===== src/rtl/mbfp_ram.sv =====
`default_nettype none
module mbfp_ram #(
  parameter int WIDTH = 8,
  parameter int DEPTH = 2
) (
  input  wire logic                     clk,
  input  wire logic                     we,
  input  wire logic [$clog2(DEPTH)-1:0] waddr,
  input  wire logic [WIDTH-1:0]         wdata,
  input  wire logic                     re,
  input  wire logic [$clog2(DEPTH)-1:0] raddr,
  output logic      [WIDTH-1:0]         rdata
);

  logic [WIDTH-1:0] mem [DEPTH];

  // Write port
  always_ff @(posedge clk) begin
    if (we) begin
      mem[waddr] <= wdata;
    end
  end

  // Registered read, held until the next read
  always_ff @(posedge clk) begin
    if (re) begin
      rdata <= mem[raddr];
    end
  end

endmodule
`default_nettype wire


===== config.mk =====
export PLATFORM = sky130hd
export DESIGN_NAME = mbfp_ram
export DESIGN_NICKNAME = d
export VERILOG_FILES = /design/src/rtl/mbfp_ram.sv
export SDC_FILE = /design/constraint.sdc
export NUM_CORES = 1
export LEC_CHECK = 0
export BUFFER_PORTS_ARGS = -buffer_cell sky130_fd_sc_hd__buf_4
export CORE_UTILIZATION = 35
export CTS_BUF_LIST = sky130_fd_sc_hd__clkbuf_4
export CTS_CLUSTER_SIZE = 28
export DETAILED_ROUTE_END_ITERATION = 6
export MAX_ROUTING_LAYER = met4
export PLACE_DENSITY = 0.57
export SYNTH_ARGS = -nofsm -noshare
export SYNTH_HDL_FRONTEND = slang
export SYNTH_SLANG_ARGS = --single-unit

===== constraint.sdc =====
create_clock -name clk -period 1.22 [get_ports clk]
set_input_delay 0.061 -clock clk [delete_from_list [all_inputs] [get_ports clk]]
set_output_delay 0.061 -clock clk [all_outputs]
set_load 0.02 [all_outputs]

# Word level (Yosys, flattened, before mapping)
# Memory sizes are Yosys's and may differ from the RTL's. A register that Yosys moved wholly into a read port is not among the register bits.
# Cells that the tools add are included.
[totals]
elab_cells = 3
memories = 1
mem_bits_rw = 16
out_inout_bits = 8
reg_bits = 0
in_bits = 13
[mem_list]
columns = ["name", "depth", "word_bits", "read_ports", "rd_clocked_by_memory_dff", "write_ports", "line_no", "text"]
rows = [
  ["mem", 2, 8, 1, 1, 1, "15", "logic [WIDTH-1:0] mem [DEPTH];"],
]
[classes]
mux = 2
[op_table]
columns = ["op", "count"]
rows = [
  ["$mux 1", 2],
]

# Logic depth before layout (Yosys ltp)
# Gate-level depths: netlist (run 1).
[logic_depth]
ltp_word = 2
depth_mapped = 2
ltp_nobuf = 1

# Worst setup path after synthesis (run 1)
# Ideal clock, no wire load.
[synth_path]
path_kind = "input to register"
start = "in we"
end = "mem mem[0][0] (enable)"
setup_time_ns = 0.373
arrival_time_ns = 0.481
n_path_buf = 0
path_slack_ns = 0.366
cell_stages = 1
required_time_ns = 0.847
cell_sequence = "nor2b_1"
[synth_between]
elab_chain_cells = 2
[synth_lines]
columns = ["element", "line_no", "text"]
rows = [
  ["start: declaration", "7", "input wire logic we,"],
  ["$mux 1", "19", "if (we) begin"],
  ["$mux 1 (implied by the code)", "20", "mem[waddr] <= wdata;"],
  ["end: declaration", "15", ""],
]
# No other way between the ends.

# Worst setup path after layout (run 1)
[layout_path]
start = "reg rdata[2], read port of mem"
end = "out rdata[2]"
[layout_lines]
columns = ["element", "line_no", "text"]
rows = [
  ["start: declaration", "12", "output logic [WIDTH-1:0] rdata"],
]
# No word-level cell between the ends.

==> flow_summary_export.csv, run 1 <==
group,metric,value,unit
floorplanning,initial_core_util,37.99,%
critical_path,max_stage_delay,0.39,ns
hold_path,holdCritStartpoint,"re",
placement,gp_congestion,0.6379,
clock_network,cts_tree,"done",
logic_synthesis,synthXorXnorAreaFrac,0,%
logic_synthesis,synth.cell_area,864.6,um2
critical_path,endpoint_kind,"primary output",
routing,drt_iter0_drc,2,
timing,period_needed,0.9215,ns
layout,nNetsFinal,81,
timing,setup_tns,0,ns
critical_path,rr_startpoint,"mem[0][2]$_DFFE_PP_",
grt,grt_pass1_wl,1.704,mm
status,status,"completed",
logic_synthesis,synthMuxAreaShare,13.89,%
power,power_density,1301,nW/um2
timing,rsz0062_at_grt,"no",
clock_network,postCtsSetupBuffers,0,
critical_path,start_kind,"flip-flop",
critical_path,worst_ep_required_time,1.16,ns
logic_synthesis,synth_cell_types,5,
routing,num_vias,414,
logic_synthesis,yosys_warnings,0,
logic_synthesis,yosys.area_share.simple,1.447,%
logic_synthesis,synth-seq-area-share,83.36,%
logic_synthesis,synth_top_area_share,83.36,%
logic_synthesis,syn_avg_cell_area,24.70,um2
timing,slew_violations,0,
critical_path,crit_start,"rdata[2]$_DFFE_PP_",
critical_path,cp_top_family,"flip-flops",
clock_network,cts_buffers,3,
timing,hold_violations,0,
layout,diodes,0,
routing,wire_per_inst,11.38,um
routing,drc,0,
timing,timing.fmax,1.085,GHz
clock_network,cts_root_buf,"clkbuf_4",
timing,worst_pin_slew,0.3800,ns
logic_synthesis,synth-seq-cells,24,
clock_network,cts.clk_slew.worst_paths,0.12,ns
placement,io_buffers,20,
logic_synthesis,synth_top_family_by_area,"multiplexers",
clock_network,clk_latency,0.31,ns
grt,overflow,0,
logic_synthesis,syn_inst,35,
critical_path,path_class,"flip-flop to primary output",
routing,antenna_left,0,
clock_network,cts_resized,0,
layout,final_cell_mix,"24 x edfxtp_1, 21 x buf_4, 8 x mux2_4, 8 x dlygate4sd3_1, 3 x clkbuf_4",
logic_synthesis,syn_nets,48,
grt,grt_pass1_vias,355,
timing,period_share,75.53,%
floorplanning,die_w,51.70,um
grt,grt_start_max_net_pins,14,
timing,finClkSkew,0.007710,ns
grt,track_usage,9.709,%
placement,placedCellCount,83,
clock_network,clk_path_buf_depth,2,
logic_synthesis,yosys.area.top_type,"edfxtp_1",
power,irDropWorstVdd,0.6756,mV
layout,area_growth,33.29,%
floorplanning,row_count,17,
logic_synthesis,synth_fa_ha_area_share,0,%
floorplanning,io_pins,21,
floorplanning,core_region_area,2276,um2
clock_network,htreeDepth,1,
timing,max-slew-margin-rel,74.67,%
logic_synthesis,synth_compound_area_share,0,%
layout,drive_above_1_share,47.76,%
critical_path,crit_fanout,1,
timing,final-setup-viol-count,0,
critical_path,cp_num_buf_inv,1,
critical_path,worstPathCellList,"buf_4",
layout,final_common_cell,"edfxtp_1",
hold_path,worstHoldPathType,"input port to flip-flop",
layout,utilization,50.63,%
routing,drt-pass1-iter-count,2,
routing,avgViaCountPerCell,4.358,
layout,instances_no_fill,95,
flow_run,maxCapViolCount,0,
critical_path,slowest_stage,"edfxtp_1",
power,p_leak,0.4490,nW
clock_network,clock-sinks,24,
floorplanning,die_h,51.70,um
critical_path,crit_arrival,0.86,ns
floorplanning,dieArea,2673,um2
grt,antenna_found_initial,0,
routing,wirelength,1.081,mm
logic_synthesis,synth_area_leaders,"edfxtp_1 83%, mux2_4 14%, buf_6 1.3%",
[report_power, final]
| part | switching, mW | internal, mW |
|---|---|---|
| Sequential | 0.0131 | 0.973 |
| Clock | 0.221 | 0.119 |
| Combinational | 0.0701 | 0.103 |
[registers in the layout (all words and copies together) (netlist names)]
| name | count |
|---|---|
| rdata | 8 |
| mem | 16 |
[repair_timing]
action,4_1_cts,5_1_grt
endpoints found under the hold margin,16,0
setup endpoints to repair,0,0
hold buffers,8,0
[per-layer routing]
metal,track usage [%],routed length (um),up-vias
li1,-,-,202
met1,11.75,472,188
met2,13.64,503,20
met3,3.216,83,4
met4,6.757,22,0
met5,-,0,-
[cells by family after synthesis]
logic type             after synthesis
buffers and inverters                1
DFF                                 24
muxes                                8
and+or+nand+nor                      2
[stage by stage]
stage          power [mW]  worst slack [ns]  instance area, um2  hold slack (ns)
6_report            1.499            0.2985                1152          0.02296
5_1_grt             1.566            0.2447                1152          0.01534
3_5_place_dp        1.161            0.3398                1046           0.2489
3_3_place_gp        1.157            0.3518                1046           0.2471
4_1_cts             1.514            0.2799                1152          0.01747
2_1_floorplan       1.086            0.3656               864.6           0.1599
[path summary, 6_finish.rpt]
check	end	slack [ns]	cells after the start
setup / recovery	rdata[2]	0.30	1
hold / removal	rdata[0]$_DFFE_PP_	0.02	1
setup reg to reg	rdata[2]$_DFFE_PP_	0.33	1
hold reg to reg	rdata[4]$_DFFE_PP_	0.56	1
[synthesized netlist by cell type]
cell type	instances
edfxtp_1	24
mux2_4	8
and2_1	1
buf_6	1
nor2b_1	1
[cell type report]
class | count | area, um2
Multi-Input combinational cell | 10 | 132.6
Fill cell | 189 | 1124
Sequential cell | 24 | 720.7
Timing Repair Buffer | 29 | 237.7
Clock buffer | 3 | 22.52
Clock inverter | 1 | 3.754
Tap cell | 28 | 35.03
No activity file was read; power rests on OpenSTA's default activity.
==> run 2, diff against run 1 <==
--- a/config.mk
+++ b/config.mk
@@ -11,7 +11,7 @@
 export CTS_CLUSTER_SIZE = 28
 export DETAILED_ROUTE_END_ITERATION = 6
 export MAX_ROUTING_LAYER = met4
-export PLACE_DENSITY = 0.57
+export PLACE_DENSITY = 0.59
 export SYNTH_ARGS = -nofsm -noshare
 export SYNTH_HDL_FRONTEND = slang
 export SYNTH_SLANG_ARGS = --single-unit
==> constraint.sdc (replaced) <==
create_clock -name clk -period 0.8 [get_ports clk]
set_input_delay 0.04 -clock clk [delete_from_list [all_inputs] [get_ports clk]]
set_output_delay 0.04 -clock clk [all_outputs]
set_load 0.02 [all_outputs]
==> run 2 against run 1 <==
Via count stayed put. Clock power rose by 140%. The run now ends with negative setup slack left. Largest power group unchanged. Critical path depth stayed put. Sequential power grew 53%. Highest routed layer is now met3. Clock skew down 0.0041 ns. Clock-buffer cell count stayed put.
==> flow_summary_export.csv, run 2 (synthesized netlist as in run 1, its figures left out) <==
group,metric,value,unit
status,status,"complete, but fails checks",
status,violations,"negative setup slack",
critical_path,cp_top_family,"flip-flops",
timing,max-slew-margin-rel,89.71,%
critical_path,crit_arrival,0.98,ns
clock_network,clk_path_buf_depth,2,
routing,num_vias,414,
grt,track_usage,10.48,%
critical_path,slowest_stage,"edfxtp_1",
grt,grt_pass1_vias,409,
power,p_int,2.184,mW
routing,drt-pass1-iter-count,4,
critical_path,crit_start,"mem[0][2]$_DFFE_PP_",
placement,gp_congestion,0.6420,
flow_run,maxCapViolCount,0,
power,swShare,17.58,%
floorplanning,die_h,51.70,um
timing,worst_pin_slew,0.1544,ns
critical_path,endpoint_kind,"flip-flop",
floorplanning,io_pins,21,
critical_path,path_class,"flip-flop to flip-flop",
critical_path,crit_fanout,1,
hold_path,holdCritStartpoint,"waddr",
power,power.switching,0.4659,mW
clock_network,cts_tree,"done",
clock_network,cts_root_buf,"clkbuf_4",
grt,antenna_found_initial,0,
power,seq_power_share,57.0,%
layout,regMostFlops,"mem",
timing,period_needed,0.9116,ns
grt,overflow,0,
floorplanning,initial_core_util,37.99,%
power,power.share.clock,31.5,%
timing,setup_ws,-0.1116,ns
timing,finClkSkew,0.003618,ns
grt,grt_pass1_wl,1.814,mm
layout,largest_reg_flops,16,
floorplanning,dieArea,2673,um2
power,p_leak,0.4891,nW
clock_network,postCtsSetupBuffers,0,
timing,rsz0062_at_grt,"yes",
timing,final-setup-viol-count,16,
critical_path,cp_num_buf_inv,0,
floorplanning,core_region_area,2276,um2
layout,drive_above_1_share,50.72,%
timing,period_share,114.0,%
routing,avgViaCountPerCell,4.268,
floorplanning,die_w,51.70,um
layout,final_common_cell,"edfxtp_1",
layout,largestRegisters,"mem x16, rdata x8",
critical_path,worst_ep_required_time,0.87,ns
placement,io_buffers,20,
clock_network,htreeDepth,1,
clock_network,cts_buffers,3,
routing,antenna_left,0,
timing,timing.fmax,1.097,GHz
routing,wire_per_inst,11.30,um
layout,nNetsFinal,83,
critical_path,rr_startpoint,"mem[0][2]$_DFFE_PP_",
clock_network,clk_latency,0.30,ns
routing,drt_iter0_drc,12,
layout,final_cell_mix,"24 x edfxtp_1, 12 x buf_4, 9 x dlygate4sd3_1",
power,irDropWorstVdd,1.161,mV
grt,grt_start_max_net_pins,15,
timing,setup_tns,-1.348,ns
routing,drc,0,
floorplanning,row_count,17,
clock_network,clock-sinks,24,
critical_path,worstPathCellList,"mux2_4",
power,power_density,2114,nW/um2
layout,diodes,0,
layout,utilization,55.09,%
critical_path,max_stage_delay,0.40,ns
power,power.share.combinational,11.5,%
critical_path,start_kind,"flip-flop",
hold_path,worstHoldPathType,"input port to flip-flop",
clock_network,cts.clk_slew.worst_paths,0.12,ns
layout,area_growth,45.01,%
timing,hold_violations,0,
routing,wirelength,1.096,mm
timing,slew_violations,0,
-- run 2: changes by cell type in the layout (fill, tap and decap cells not counted) --
cell,delta
clkinv_1,-1
buf_6,+8
nor2b_2,+1
nor2b_1,-1
buf_4,-9
dlygate4sd3_1,+1
bufinv_16,+1
buf_12,+2
-- run 2: area by class of cell --
class	instances	area [um2]
well taps	28	35.03
multi-input cells	10	135.1
clock inverters	1	30.03
repair buffers	31	310.3
clock buffers	3	22.52
fillers	186	1022
flip-flops and latches	24	720.7
-- run 2: final timing paths --
kind                         endpoint  depth (start not counted)  slack [ns]
setup / recovery   rdata[2]$_DFFE_PP_                          1       -0.11
hold / removal    mem[0][4]$_DFFE_PP_                          3        0.15
setup reg to reg   rdata[2]$_DFFE_PP_                          1       -0.11
hold reg to reg    rdata[5]$_DFFE_PP_                          1        0.56
-- run 2: per-stage QoR --
stage	hold slack, ns	area, um2	cells	worst slack [ns]	power [mW]
2_1_floorplan	0.1389	867.1	35	-0.05037	1.657
5_1_grt	0.1158	1254	97	-0.1543	2.780
3_5_place_dp	0.2276	1081	84	-0.09731	1.792
6_report	0.1523	1254	97	-0.1116	2.650
3_3_place_gp	0.2255	1081	84	-0.06771	1.784
4_1_cts	0.1373	1246	97	-0.1200	2.680
-- run 2: power by group through the flow --
stage                     combinational (mW)  sequential (mW)  clock (mW)
after floorplan                       0.0868             1.57           0
after global placement                 0.254             1.53           0
after detailed placement               0.257             1.53           0
after CTS                              0.304             1.51       0.866
after global routing                   0.327             1.52       0.937
final                                  0.305             1.51       0.834
-- run 2: timing repair --
action,4_1_cts,5_1_grt
pin swaps,0,0
hold buffers,9,0
gates resized for setup,6,2
setup endpoints to repair,16,16
hold endpoints to repair,24,0
-- run 2: layer usage --
layer	part of all wire, %	track usage [%]	vias to the layer above
met5	0	-	-
met4	0	6.757	0
met3	5.0	3.509	0
met2	55	18.18	19
met1	40	9.808	191
li1	-	-	204
